File: src/rtl/lirc_pkg.sv
// Shared types and codes for the row cache core.
// Used by lru_indexed_row_cache_core; no dependencies of its own.
package lirc_pkg;

    localparam int INDEX_W = 32;
    localparam int STAMP_W = 64;
    localparam int SIZE_W  = 33;

    localparam logic REQ_LOOKUP = 1'b0;
    localparam logic REQ_CLEAR  = 1'b1;

    localparam logic CFG_SOURCE_SIZE    = 1'b0;
    localparam logic CFG_LOADER_ENABLED = 1'b1;

    typedef enum logic [2:0] {
        STATUS_HIT         = 3'd0,
        STATUS_FILLED      = 3'd1,
        STATUS_LOAD_FAILED = 3'd2,
        STATUS_REJECTED    = 3'd3,
        STATUS_CLEARED     = 3'd4
    } t_status;

    typedef enum logic [1:0] {
        KIND_LOOKUP,
        KIND_REJECT,
        KIND_CLEAR
    } t_req_kind;

    typedef enum logic [1:0] {
        ST_IDLE,
        ST_SCAN,
        ST_FINISH
    } t_state;

endpackage

File: src/rtl/lirc_ram.sv
// Generic single-port-write, single-port-read RAM with registered read data.
// No package dependencies.
module lirc_ram #(
    parameter int WIDTH = 8,
    parameter int DEPTH = 16
) (
    input  logic                                   i_clk,
    input  logic                                   i_we,
    input  logic [((DEPTH > 1) ? $clog2(DEPTH) : 1)-1:0] i_waddr,
    input  logic [WIDTH-1:0]                       i_wdata,
    input  logic                                   i_re,
    input  logic [((DEPTH > 1) ? $clog2(DEPTH) : 1)-1:0] i_raddr,
    output logic [WIDTH-1:0]                       o_rdata
);

    logic [WIDTH-1:0] r_mem [DEPTH];
    logic [WIDTH-1:0] r_rdata;

    always_ff @(posedge i_clk) begin
        if (i_we) begin
            r_mem[i_waddr] <= i_wdata;
        end
        if (i_re) begin
            r_rdata <= r_mem[i_raddr];
        end
    end

    assign o_rdata = r_rdata;

endmodule

File: src/rtl/lru_indexed_row_cache_core.sv
// Fully associative row cache with least-recently-used replacement.
// Depends on lirc_pkg and lirc_ram.
//
// Usage: a request (i_req_*) is a lookup of a row index or a clear of the
// whole cache. Each request yields exactly one response (o_rsp_*) carrying
// a status, the row payload and an eviction flag. Both channels use
// valid/ready; the configuration channel (i_cfg_*) writes source_size
// (index 0) or loader_enabled (index 1) and is always ready.
// A lookup that passes the range and loader checks walks the slot memory one slot
// per cycle through its single read port, then registers its response. Rejected
// lookups and clears skip the scan. One request is in flight at a time; the next
// request is accepted in the cycle after the previous one reaches the output
// register.
// When the receiver stalls, the response is held in the output register and
// the next request runs its scan, then waits until the register is free.
// Reset empties the cache, zeroes the use counter and the configuration.
// Slot contents live in memory; only the per-slot valid bits are flops.
module lru_indexed_row_cache_core #(
    parameter int ENTRIES    = 16,
    parameter int DATA_WIDTH = 32
) (
    input  logic                        i_clk,
    input  logic                        i_rst_n,
    input  logic                        i_req_valid,
    output logic                        o_req_ready,
    input  logic                        i_req_type,
    input  logic [lirc_pkg::INDEX_W-1:0] i_index,
    input  logic                        i_fill_valid,
    input  logic [31:0]                 i_fill_data,
    output logic                        o_rsp_valid,
    input  logic                        i_rsp_ready,
    output logic [2:0]                  o_status,
    output logic [31:0]                 o_row_data,
    output logic                        o_evicted,
    input  logic                        i_cfg_valid,
    output logic                        o_cfg_ready,
    input  logic                        i_cfg_index,
    input  logic [lirc_pkg::SIZE_W-1:0] i_cfg_data
);

    import lirc_pkg::*;

    localparam int ADDR_W = (ENTRIES > 1) ? $clog2(ENTRIES) : 1;
    localparam int WORD_W = INDEX_W + DATA_WIDTH + STAMP_W;
    localparam logic [ADDR_W-1:0] LAST_ADDR = ADDR_W'(ENTRIES - 1);

    t_state                r_state;
    t_state                n_state;
    t_req_kind             r_kind;
    logic [ADDR_W-1:0]     r_cmp_addr;
    logic [ADDR_W-1:0]     n_cmp_addr;
    logic [INDEX_W-1:0]    r_req_index;
    logic                  r_fill_valid;
    logic [DATA_WIDTH-1:0] r_fill_data;

    logic                  r_hit;
    logic [ADDR_W-1:0]     r_hit_slot;
    logic [DATA_WIDTH-1:0] r_hit_data;
    logic                  r_have_victim;
    logic [ADDR_W-1:0]     r_victim_slot;
    logic [STAMP_W-1:0]    r_victim_stamp;
    logic                  r_have_free;
    logic [ADDR_W-1:0]     r_free_slot;

    logic [ENTRIES-1:0]    r_valid;
    logic [STAMP_W-1:0]    r_use_counter;
    logic [STAMP_W-1:0]    n_use_counter;
    logic [SIZE_W-1:0]     r_source_size;
    logic                  r_loader_enabled;

    logic                  r_out_valid;
    t_status               r_out_status;
    logic [31:0]           r_out_row_data;
    logic                  r_out_evicted;

    logic                  req_fire;
    logic                  finish_fire;
    logic                  req_rejected;
    logic                  ram_re;
    logic [ADDR_W-1:0]     ram_raddr;
    logic                  ram_we;
    logic [ADDR_W-1:0]     ram_waddr;
    logic [WORD_W-1:0]     ram_wdata;
    logic [WORD_W-1:0]     ram_rdata;

    logic [INDEX_W-1:0]    ent_index;
    logic [DATA_WIDTH-1:0] ent_data;
    logic [STAMP_W-1:0]    ent_stamp;
    logic                  ent_valid;

    logic [DATA_WIDTH+31:0] fill_ext;
    logic [DATA_WIDTH+31:0] hit_ext;
    logic [DATA_WIDTH+31:0] new_ext;
    logic [ADDR_W-1:0]      fill_slot;

    lirc_ram #(
        .WIDTH (WORD_W),
        .DEPTH (ENTRIES)
    ) u_slot_ram (
        .i_clk   (i_clk),
        .i_we    (ram_we),
        .i_waddr (ram_waddr),
        .i_wdata (ram_wdata),
        .i_re    (ram_re),
        .i_raddr (ram_raddr),
        .o_rdata (ram_rdata)
    );

    assign ent_index = ram_rdata[INDEX_W-1:0];
    assign ent_data  = ram_rdata[INDEX_W +: DATA_WIDTH];
    assign ent_stamp = ram_rdata[INDEX_W+DATA_WIDTH +: STAMP_W];
    assign ent_valid = r_valid[r_cmp_addr];

    assign req_fire     = i_req_valid && o_req_ready;
    assign req_rejected = ({1'b0, i_index} >= r_source_size) || !r_loader_enabled;
    assign finish_fire  = (r_state == ST_FINISH) && (!r_out_valid || i_rsp_ready);
    assign fill_slot    = r_have_free ? r_free_slot : r_victim_slot;
    assign n_use_counter = r_use_counter + STAMP_W'(1);

    assign fill_ext = {{DATA_WIDTH{1'b0}}, i_fill_data};
    assign hit_ext  = {32'd0, r_hit_data};
    assign new_ext  = {32'd0, r_fill_data};

    always_comb begin
        n_state = r_state;
        case (r_state)
            ST_IDLE: begin
                if (req_fire) begin
                    if (i_req_type == REQ_CLEAR || req_rejected) begin
                        n_state = ST_FINISH;
                    end else begin
                        n_state = ST_SCAN;
                    end
                end
            end
            ST_SCAN: begin
                if (r_cmp_addr == LAST_ADDR) begin
                    n_state = ST_FINISH;
                end
            end
            ST_FINISH: begin
                if (finish_fire) begin
                    n_state = ST_IDLE;
                end
            end
            default: n_state = ST_IDLE;
        endcase
    end

    always_comb begin
        o_req_ready = 1'b0;
        ram_re      = 1'b0;
        ram_raddr   = '0;
        n_cmp_addr  = r_cmp_addr;
        ram_we      = 1'b0;
        ram_waddr   = fill_slot;
        ram_wdata   = {n_use_counter, r_fill_data, r_req_index};
        case (r_state)
            ST_IDLE: begin
                o_req_ready = 1'b1;
                ram_re      = 1'b1;
                n_cmp_addr  = '0;
            end
            ST_SCAN: begin
                ram_re     = 1'b1;
                ram_raddr  = r_cmp_addr + ADDR_W'(1);
                n_cmp_addr = r_cmp_addr + ADDR_W'(1);
            end
            ST_FINISH: begin
                if (r_hit) begin
                    ram_waddr = r_hit_slot;
                    ram_wdata = {n_use_counter, r_hit_data, r_req_index};
                end
                ram_we = finish_fire && (r_kind == KIND_LOOKUP) && (r_hit || r_fill_valid);
            end
            default: begin
                o_req_ready = 1'b0;
            end
        endcase
    end

    always_ff @(posedge i_clk) begin
        if (!i_rst_n) begin
            r_state          <= ST_IDLE;
            r_cmp_addr       <= '0;
            r_kind           <= KIND_LOOKUP;
            r_hit            <= 1'b0;
            r_have_victim    <= 1'b0;
            r_have_free      <= 1'b0;
            r_valid          <= '0;
            r_use_counter    <= '0;
            r_source_size    <= '0;
            r_loader_enabled <= 1'b0;
            r_out_valid      <= 1'b0;
        end else begin
            r_state    <= n_state;
            r_cmp_addr <= n_cmp_addr;

            if (i_cfg_valid) begin
                case (i_cfg_index)
                    CFG_SOURCE_SIZE:    r_source_size    <= i_cfg_data;
                    CFG_LOADER_ENABLED: r_loader_enabled <= i_cfg_data[0];
                    default:            r_loader_enabled <= r_loader_enabled;
                endcase
            end

            if (req_fire) begin
                r_hit         <= 1'b0;
                r_have_victim <= 1'b0;
                r_have_free   <= 1'b0;
                if (i_req_type == REQ_CLEAR) begin
                    r_kind <= KIND_CLEAR;
                end else if (req_rejected) begin
                    r_kind <= KIND_REJECT;
                end else begin
                    r_kind <= KIND_LOOKUP;
                end
            end

            if (r_state == ST_SCAN) begin
                if (ent_valid && !r_hit && ent_index == r_req_index) begin
                    r_hit <= 1'b1;
                end
                if (ent_valid && (!r_have_victim || ent_stamp < r_victim_stamp)) begin
                    r_have_victim <= 1'b1;
                end
                if (!ent_valid && !r_have_free) begin
                    r_have_free <= 1'b1;
                end
            end

            if (i_rsp_ready) begin
                r_out_valid <= 1'b0;
            end

            if (finish_fire) begin
                r_out_valid <= 1'b1;
                case (r_kind)
                    KIND_CLEAR: begin
                        r_valid       <= '0;
                        r_use_counter <= '0;
                    end
                    KIND_LOOKUP: begin
                        if (r_hit) begin
                            r_use_counter <= n_use_counter;
                        end else if (r_fill_valid) begin
                            r_use_counter        <= n_use_counter;
                            r_valid[fill_slot]   <= 1'b1;
                        end
                    end
                    default: begin
                        r_use_counter <= r_use_counter;
                    end
                endcase
            end
        end
    end

    always_ff @(posedge i_clk) begin
        if (req_fire) begin
            r_req_index  <= i_index;
            r_fill_valid <= i_fill_valid;
            r_fill_data  <= fill_ext[DATA_WIDTH-1:0];
        end

        if (r_state == ST_SCAN) begin
            if (ent_valid && !r_hit && ent_index == r_req_index) begin
                r_hit_slot <= r_cmp_addr;
                r_hit_data <= ent_data;
            end
            if (ent_valid && (!r_have_victim || ent_stamp < r_victim_stamp)) begin
                r_victim_slot  <= r_cmp_addr;
                r_victim_stamp <= ent_stamp;
            end
            if (!ent_valid && !r_have_free) begin
                r_free_slot <= r_cmp_addr;
            end
        end

        if (finish_fire) begin
            r_out_row_data <= '0;
            r_out_evicted  <= 1'b0;
            case (r_kind)
                KIND_CLEAR: begin
                    r_out_status <= STATUS_CLEARED;
                end
                KIND_REJECT: begin
                    r_out_status <= STATUS_REJECTED;
                end
                KIND_LOOKUP: begin
                    if (r_hit) begin
                        r_out_status   <= STATUS_HIT;
                        r_out_row_data <= hit_ext[31:0];
                    end else if (r_fill_valid) begin
                        r_out_status   <= STATUS_FILLED;
                        r_out_row_data <= new_ext[31:0];
                        r_out_evicted  <= !r_have_free;
                    end else begin
                        r_out_status <= STATUS_LOAD_FAILED;
                    end
                end
                default: begin
                    r_out_status <= STATUS_REJECTED;
                end
            endcase
        end
    end

    assign o_rsp_valid = r_out_valid;
    assign o_status    = r_out_status;
    assign o_row_data  = r_out_row_data;
    assign o_evicted   = r_out_evicted;
    assign o_cfg_ready = 1'b1;

    a_evict_only_on_fill: assert property (@(posedge i_clk) disable iff (!i_rst_n)
        o_rsp_valid && o_evicted |-> o_status == STATUS_FILLED)
        else $error("eviction flagged on a response that is not a fill");

    a_quiet_payload: assert property (@(posedge i_clk) disable iff (!i_rst_n)
        o_rsp_valid && o_status != STATUS_HIT && o_status != STATUS_FILLED
        |-> o_row_data == 32'd0 && !o_evicted)
        else $error("payload or eviction set on a non-data response");

    a_clear_empties: assert property (@(posedge i_clk) disable iff (!i_rst_n)
        finish_fire && r_kind == KIND_CLEAR |=> r_valid == '0 && r_use_counter == '0)
        else $error("clear left valid slots or a nonzero use counter");

    a_slot_found: assert property (@(posedge i_clk) disable iff (!i_rst_n)
        r_state == ST_FINISH && r_kind == KIND_LOOKUP |-> r_have_free || r_have_victim)
        else $error("scan finished with neither a free slot nor a victim");

endmodule

File: config.mk
export PLATFORM = sky130hd
export DESIGN_NAME = lru_indexed_row_cache_core
export DESIGN_NICKNAME = d
export VERILOG_FILES = /design/src/rtl/lirc_pkg.sv /design/src/rtl/lirc_ram.sv /design/src/rtl/lru_indexed_row_cache_core.sv
export SDC_FILE = /design/constraint.sdc
export NUM_CORES = 2
export LEC_CHECK = 0
export ABC_CLOCK_PERIOD_IN_PS = 8620
export BUFFER_PORTS_ARGS = -buffer_cell sky130_fd_sc_hd__buf_2
export CORE_MARGIN = 4
export CORE_UTILIZATION = 30
export DETAILED_ROUTE_END_ITERATION = 7
export GPL_ROUTABILITY_DRIVEN = 0
export PLACE_DENSITY = 0.47
export SYNTH_ARGS = -nofsm -noshare
export SYNTH_HDL_FRONTEND = slang
export SYNTH_SLANG_ARGS = --single-unit
File: constraint.sdc
create_clock -name i_clk -period 8.62 [get_ports i_clk]
set_input_delay 0.431 -clock i_clk [delete_from_list [all_inputs] [get_ports i_clk]]
set_output_delay 0.431 -clock i_clk [all_outputs]
set_load 0.01 [all_outputs]
-- After elaboration in Yosys (flattened, before gate mapping)
Memories as Yosys holds them, arrays and structs flattened. A register that Yosys moved wholly into a read port is not among the register bits.
Cells that the tools add are included.
- $add $sub $neg: 2
- $mul: 0
- div/mod/pow operators: 0
- magnitude comparators: 5
- eq/ne operators: 11
- shifts and indexed selects: 0
- mux-type cells: 45
- bitwise gates (word level): 4
- reduce and logical (&&, ||, !) cells: 35
- operators by type and width (cell ; count):
    $mux 64 ; 4
    $pmux 64 s2 ; 1
    $add 64x1->64 const B ; 1
    $lt 64x64->1 ; 1
    $mux 32 ; 2
    $ge 32x33->1 ; 1
    $eq 32x32->1 ; 1
    $mux 16 ; 2
    $pmux 16 s2 ; 1
    $mux 1 ; 19
    $mux 4 ; 4
    $or 16x16->16 ; 1
    $mux 2 ; 7
    $lt 4x5->1 const B ; 2
    $ne 2x2->1 const B ; 5
    $reduce_and 2->1 ; 5
    $logic_and 1x1->1 ; 9
    $pmux 4 s2 ; 1
    $logic_not 1->1 ; 6
    $pmux 2 s3 ; 1
    $pmux 3 s2 ; 1
    $reduce_and 3->1 ; 2
    $reduce_bool 2->1 ; 3
    $logic_or 1x1->1 ; 5
    13 further kinds ; 17
- bits in registers: 335
- latch bits: 0
- bits in writable memories: 2048
- ROM bits: 0
- input bits: 105
- output and inout port bits: 39
- memories: 1
- memories (name ; words ; bits a word ; rd ports ; clocked after memory_dff ; write ports ; line ; text):
    u_slot_ram.r_mem ; 16 ; 128 ; 1 ; 1 ; 1 ; lirc_ram.sv:16 ; logic [WIDTH-1:0] r_mem [DEPTH];

-- Logic depth before layout (Yosys ltp)
- word-level depth: 9
- gate-level depth with buffers: 10
- depth with buffers taken out: 8

-- Hierarchy
Synthesis repeated with hierarchy kept, for this count alone.
- cell total of the unflattened synthesis: 4874
- area total of the unflattened synthesis: 97000.5 um^2
- modules (own cells, without submodules) (module ; times used ; cells an instance ; area each (um^2)):
    lirc_ram ; 1 ; 3357 ; 80726.2
    lru_indexed_row_cache_core ; 1 ; 1517 ; 16274.4

-- Least setup slack after synthesis
No wires, ideal clock.
- path kind: register to register
- from: register r_state[0]
- to: memory u_slot_ram.r_mem[1][0] (netlist name) (enable)
- library setup time: 0.617 ns
- data arrival time: 6.826 ns
- required time: 8.003 ns
- slack: 1.177 ns
- cell stages (with the launch flop): 8
- path buffers: 1
- cells stage by stage: dfxtp_1 nand2b_1 nor4_2 nand2_1 clkbuf_1 nor2_1 nand2_1 nor2_1
- cells in the longest elaborated chain, start to end: 7
- elaborated cells on any way between the ends: 8
- those cells by class: eq/ne (1); mux (4); reduce/logical (3)
- ends and longest elaborated chain (element ; line ; text):
    start: declaration ; lru_indexed_row_cache_core.sv:47 ; t_state r_state;
    start signal: assignment ; lru_indexed_row_cache_core.sv:196 ; r_state <= n_state;
    $eq 2x2->1 (*) ; lru_indexed_row_cache_core.sv:116, lru_indexed_row_cache_core.sv:158 ;
    $logic_and 1x1->1 ; lru_indexed_row_cache_core.sv:116 ; assign finish_fire = (r_state == ST_FINISH) && (!r_out_valid || i_rsp_ready);
    $logic_and 1x1->1 (2 in series) ; lru_indexed_row_cache_core.sv:174 ; ram_we = finish_fire && (r_kind == KIND_LOOKUP) && (r_hit || r_fill_valid);
    $mux 1 ; lru_indexed_row_cache_core.sv:158 ; case (r_state)
    $mux 1 ; lirc_ram.sv:20 ; if (i_we) begin
    $mux 1 (implied by the code) ; lirc_ram.sv:21 ; r_mem[i_waddr] <= i_wdata;
    end: declaration ; lirc_ram.sv:16 ;
Every way passes the cells marked *; elsewhere a longest branch is shown, timed or not.

-- Final worst setup path
- from: register r_state[1]
- to: memory u_slot_ram.r_mem[3][114] (netlist name) (enable)
Same word-level chain as after synthesis.

==> flow_summary.ini <==
[run_status]
status = complete, no violations

[timing]
fin_ws_ps = 3356
final.setup.tns_ps = 0
fmax_mhz = 190.0
fin_crit_ps = 5264
slew_headroom = 0.1218
finalSetupViolations = 0
period_share = 0.6106
tightest_slew_ps = 1313
slew_violations = 0
clock_skew_ps = 44.12
rsz0062_at_grt = no
finalHoldViolCount = 0
hold_ws_ps = 128.1

[worst_setup_path]
cpPeakStageDelay_ps = 1050
cp_max_fo = 103
r2r_start = r_state[1]
crit_arrival_ps = 5690
path_depth = 8
path_class = register to register
reg2reg_slack_ps = 3360
critPathBufInv = 2
end_kind = register
crit_start = r_state[1]
critPathTopFamily = simple AND/OR/NAND/NOR gates
required_ps = 9050
cp-start-kind = register
crit_top_cell = nand2_1
cp_slowest_cell = nor2_4
path_cells = nand2b_1 -> nor4_4 -> buf_4 -> nand2_1 -> nor2_1 -> nand2_1 -> nor2_4 -> buf_12
r2r_cells = 8

[logic_synthesis]
synthArstFlopShare = 0
yosys.area.top_type_share = 0.7163
netlist_area_um2 = 99980
synth-edff-count = 2385
yosys_most_used_dff = edfxtp_1
synth_area_per_cell_um2 = 16.23
synth.area.top_cells = edfxtp_1 72%, mux2i_1 5.5%, mux4_2 2.9%
synth_area_leader_cell = edfxtp_1
ys_warn_count = 0
synth_cell_types = 64
synth_nets = 6362
yosys_register_bits = 2511
seq_area_frac_synth = 0.7416
postSynthCellCount = 6160

[cells_and_area]
final_nets = 6651
fillers = 31360
final_util = 0.3498
syn_to_final_growth_pct = 15.82
drive_gt1_frac = 0.1285

[drt]
post_drt_wl_per_cell_um = 24.38
via_per_inst = 4.973
route.detailed.drc = 0
ant_nets = 0
dr.pass1.iters = 5
num_vias = 54840
routed_wl_um = 268800
first_iter_violations = 4356

[global_route]
grt_pass1_vias = 55050
grt_max_degree = 161
track_usage = 0.1527
antenna_found_initial = 14
grt-ovfl-total = 0
grt_pass1_wl_um = 387600

[pwr]
ir_drop_mv = 0.1702
p_leak_nw = 36.46
p_total_mw = 25.28
powerDensity_nw_per_um2 = 218.3

[place]
hpwl_um = 132900
pre_cts_ws_ps = 3431
port-buffer-count = 142

[clock_network]
cts_setup_buffers = 0
clk_path_buf_depth = 4
cts_num_sinks = 2511
cts_made_buffers = 281
cts_tree = yes
clk_pin_slew_ps = 60
cts_resized = 0
clk_latency_ps = 850
clock-root-buffer = clkbuf_16
h-tree-depth = 5
hold_buffers = 109

[floorplanning]
num_io_pins = 144
core_area_um2 = 331100
dieArea_um2 = 342600
start_util = 0.3020
die_h_um = 585.3
die_x_um = 585.3
num_rows = 211

[min_path]
hold_depth = 4
worstHoldStart = i_cfg_valid
hp-class = primary input to register

[job]
maxCapViolations = 0
[per-layer routing]
| layer | track usage | routed length [um] |
|---|---|---|
| met3 | 0.02241 | 12450 |
| met5 | 0 | 0 |
| met1 | 0.2136 | 123400 |
| met4 | 0.03693 | 6261 |
| met2 | 0.2503 | 126800 |
[through the flow]
step	instance area, um^2	std cells
6_report	115800	11030
5_1_grt	115800	11030
4_1_cts	115800	11020
3_5_place_dp	106100	10420
3_3_place_gp	106100	10420
2_1_floorplan	99980	6160
[placed cells by master (no fill, tap or decap), drive strengths merged, types with 126 or more instances in the layout]
cell type  synthesis  routed
nor2b            252     252
a211oi           375     375
mux4             130     130
mux2i            548     548
a21oi            221     221
clkbuf           259     374
buf              115     271
a31oi            130     130
nand2            605     605
edfxtp          2385    2385
dfxtp            126     126
[worst paths after layout]
path	end
worst max-delay path	u_slot_ram.r_mem[3][114]
worst min-delay path	r_source_size[0]
worst max register to register	u_slot_ram.r_mem[3][114]
worst min register to register	r_hit_data[13]
[sequential cells by signal, summed over array words and instances (netlist names), 2 cells and up]
name	flops
r_fill_data	32
u_slot_ram.r_mem	2048
r_valid	16
r_free_slot	4
r_source_size	33
r_use_counter	64
r_req_index	32
r_victim_slot	4
r_hit_slot	4
r_state	2
o_row_data	32
u_slot_ram.o_rdata	128
r_hit_data	32
o_status	3
r_kind	2
r_cmp_addr	4
r_victim_stamp	64
[tightest hold or removal path, cell delays in order]
cell and delay [ps]:
buf_2 120, nor2b_2 220, nand2_1 90, a21boi_0 70
[final cells by class]
cell class	count	area (um^2)	share of cell area
Timing Repair Buffer	380	3033	0.02619
Antenna cell	6	15.01	0.0001297
Multi-Input combinational cell	3162	24130	0.2084
Clock inverter	116	888.4	0.007672
Clock buffer	374	7685	0.06637
Inverter	113	434.2	0.003749
Sequential cell	2511	74150	0.6403
Tap cell	4366	5463	0.04718
[cells in the mapped netlist (14+ instances only)]
cell         n
edfxtp_1  2385
nand2_1    605
mux2i_1    548
a211oi_1   375
clkbuf_1   259
nor2b_1    252
a21oi_1    221
a31oi_1    130
mux4_2     130
dfxtp_1    126
a311oi_1   114
inv_1      113
nor2_1     113
ha_1        97
buf_2       82
o21ai_0     61
xnor2_1     53
nand3_1     44
xor2_1      43
a21boi_0    42
a22oi_1     41
o22ai_1     39
nand4_1     34
mux2_2      33
o31ai_1     19
buf_1       18
nor3_1      17
buf_4       15
nor4_1      15
a21o_1      14
[report_power, final]
part           leakage (nW)  total (mW)  switching, mW  internal, mW
registers              23.0        13.5         0.0982          13.4
clock network          4.19        11.3           4.72          6.61
logic                  9.28       0.474          0.317         0.157
total                  36.5        25.3           5.14          20.1
[cells by family (layout without fill, tap and decap cells)]
family / after synthesis / after routing / share of synthesized area
AOI/OAI and AO/OA: 1094 / 1094 / 0.07474
adders and majority gates: 97 / 97 / 0.01214
other: 1 / 7 / 0.00003751
and+or+nand+nor: 1163 / 1163 / 0.05538
DFF: 2511 / 2511 / 0.7416
buffers and inverters: 487 / 983 / 0.01987
muxes: 711 / 711 / 0.08786
xor gates and xnor gates: 96 / 96 / 0.008410
Power figures use the tool's default switching activity.
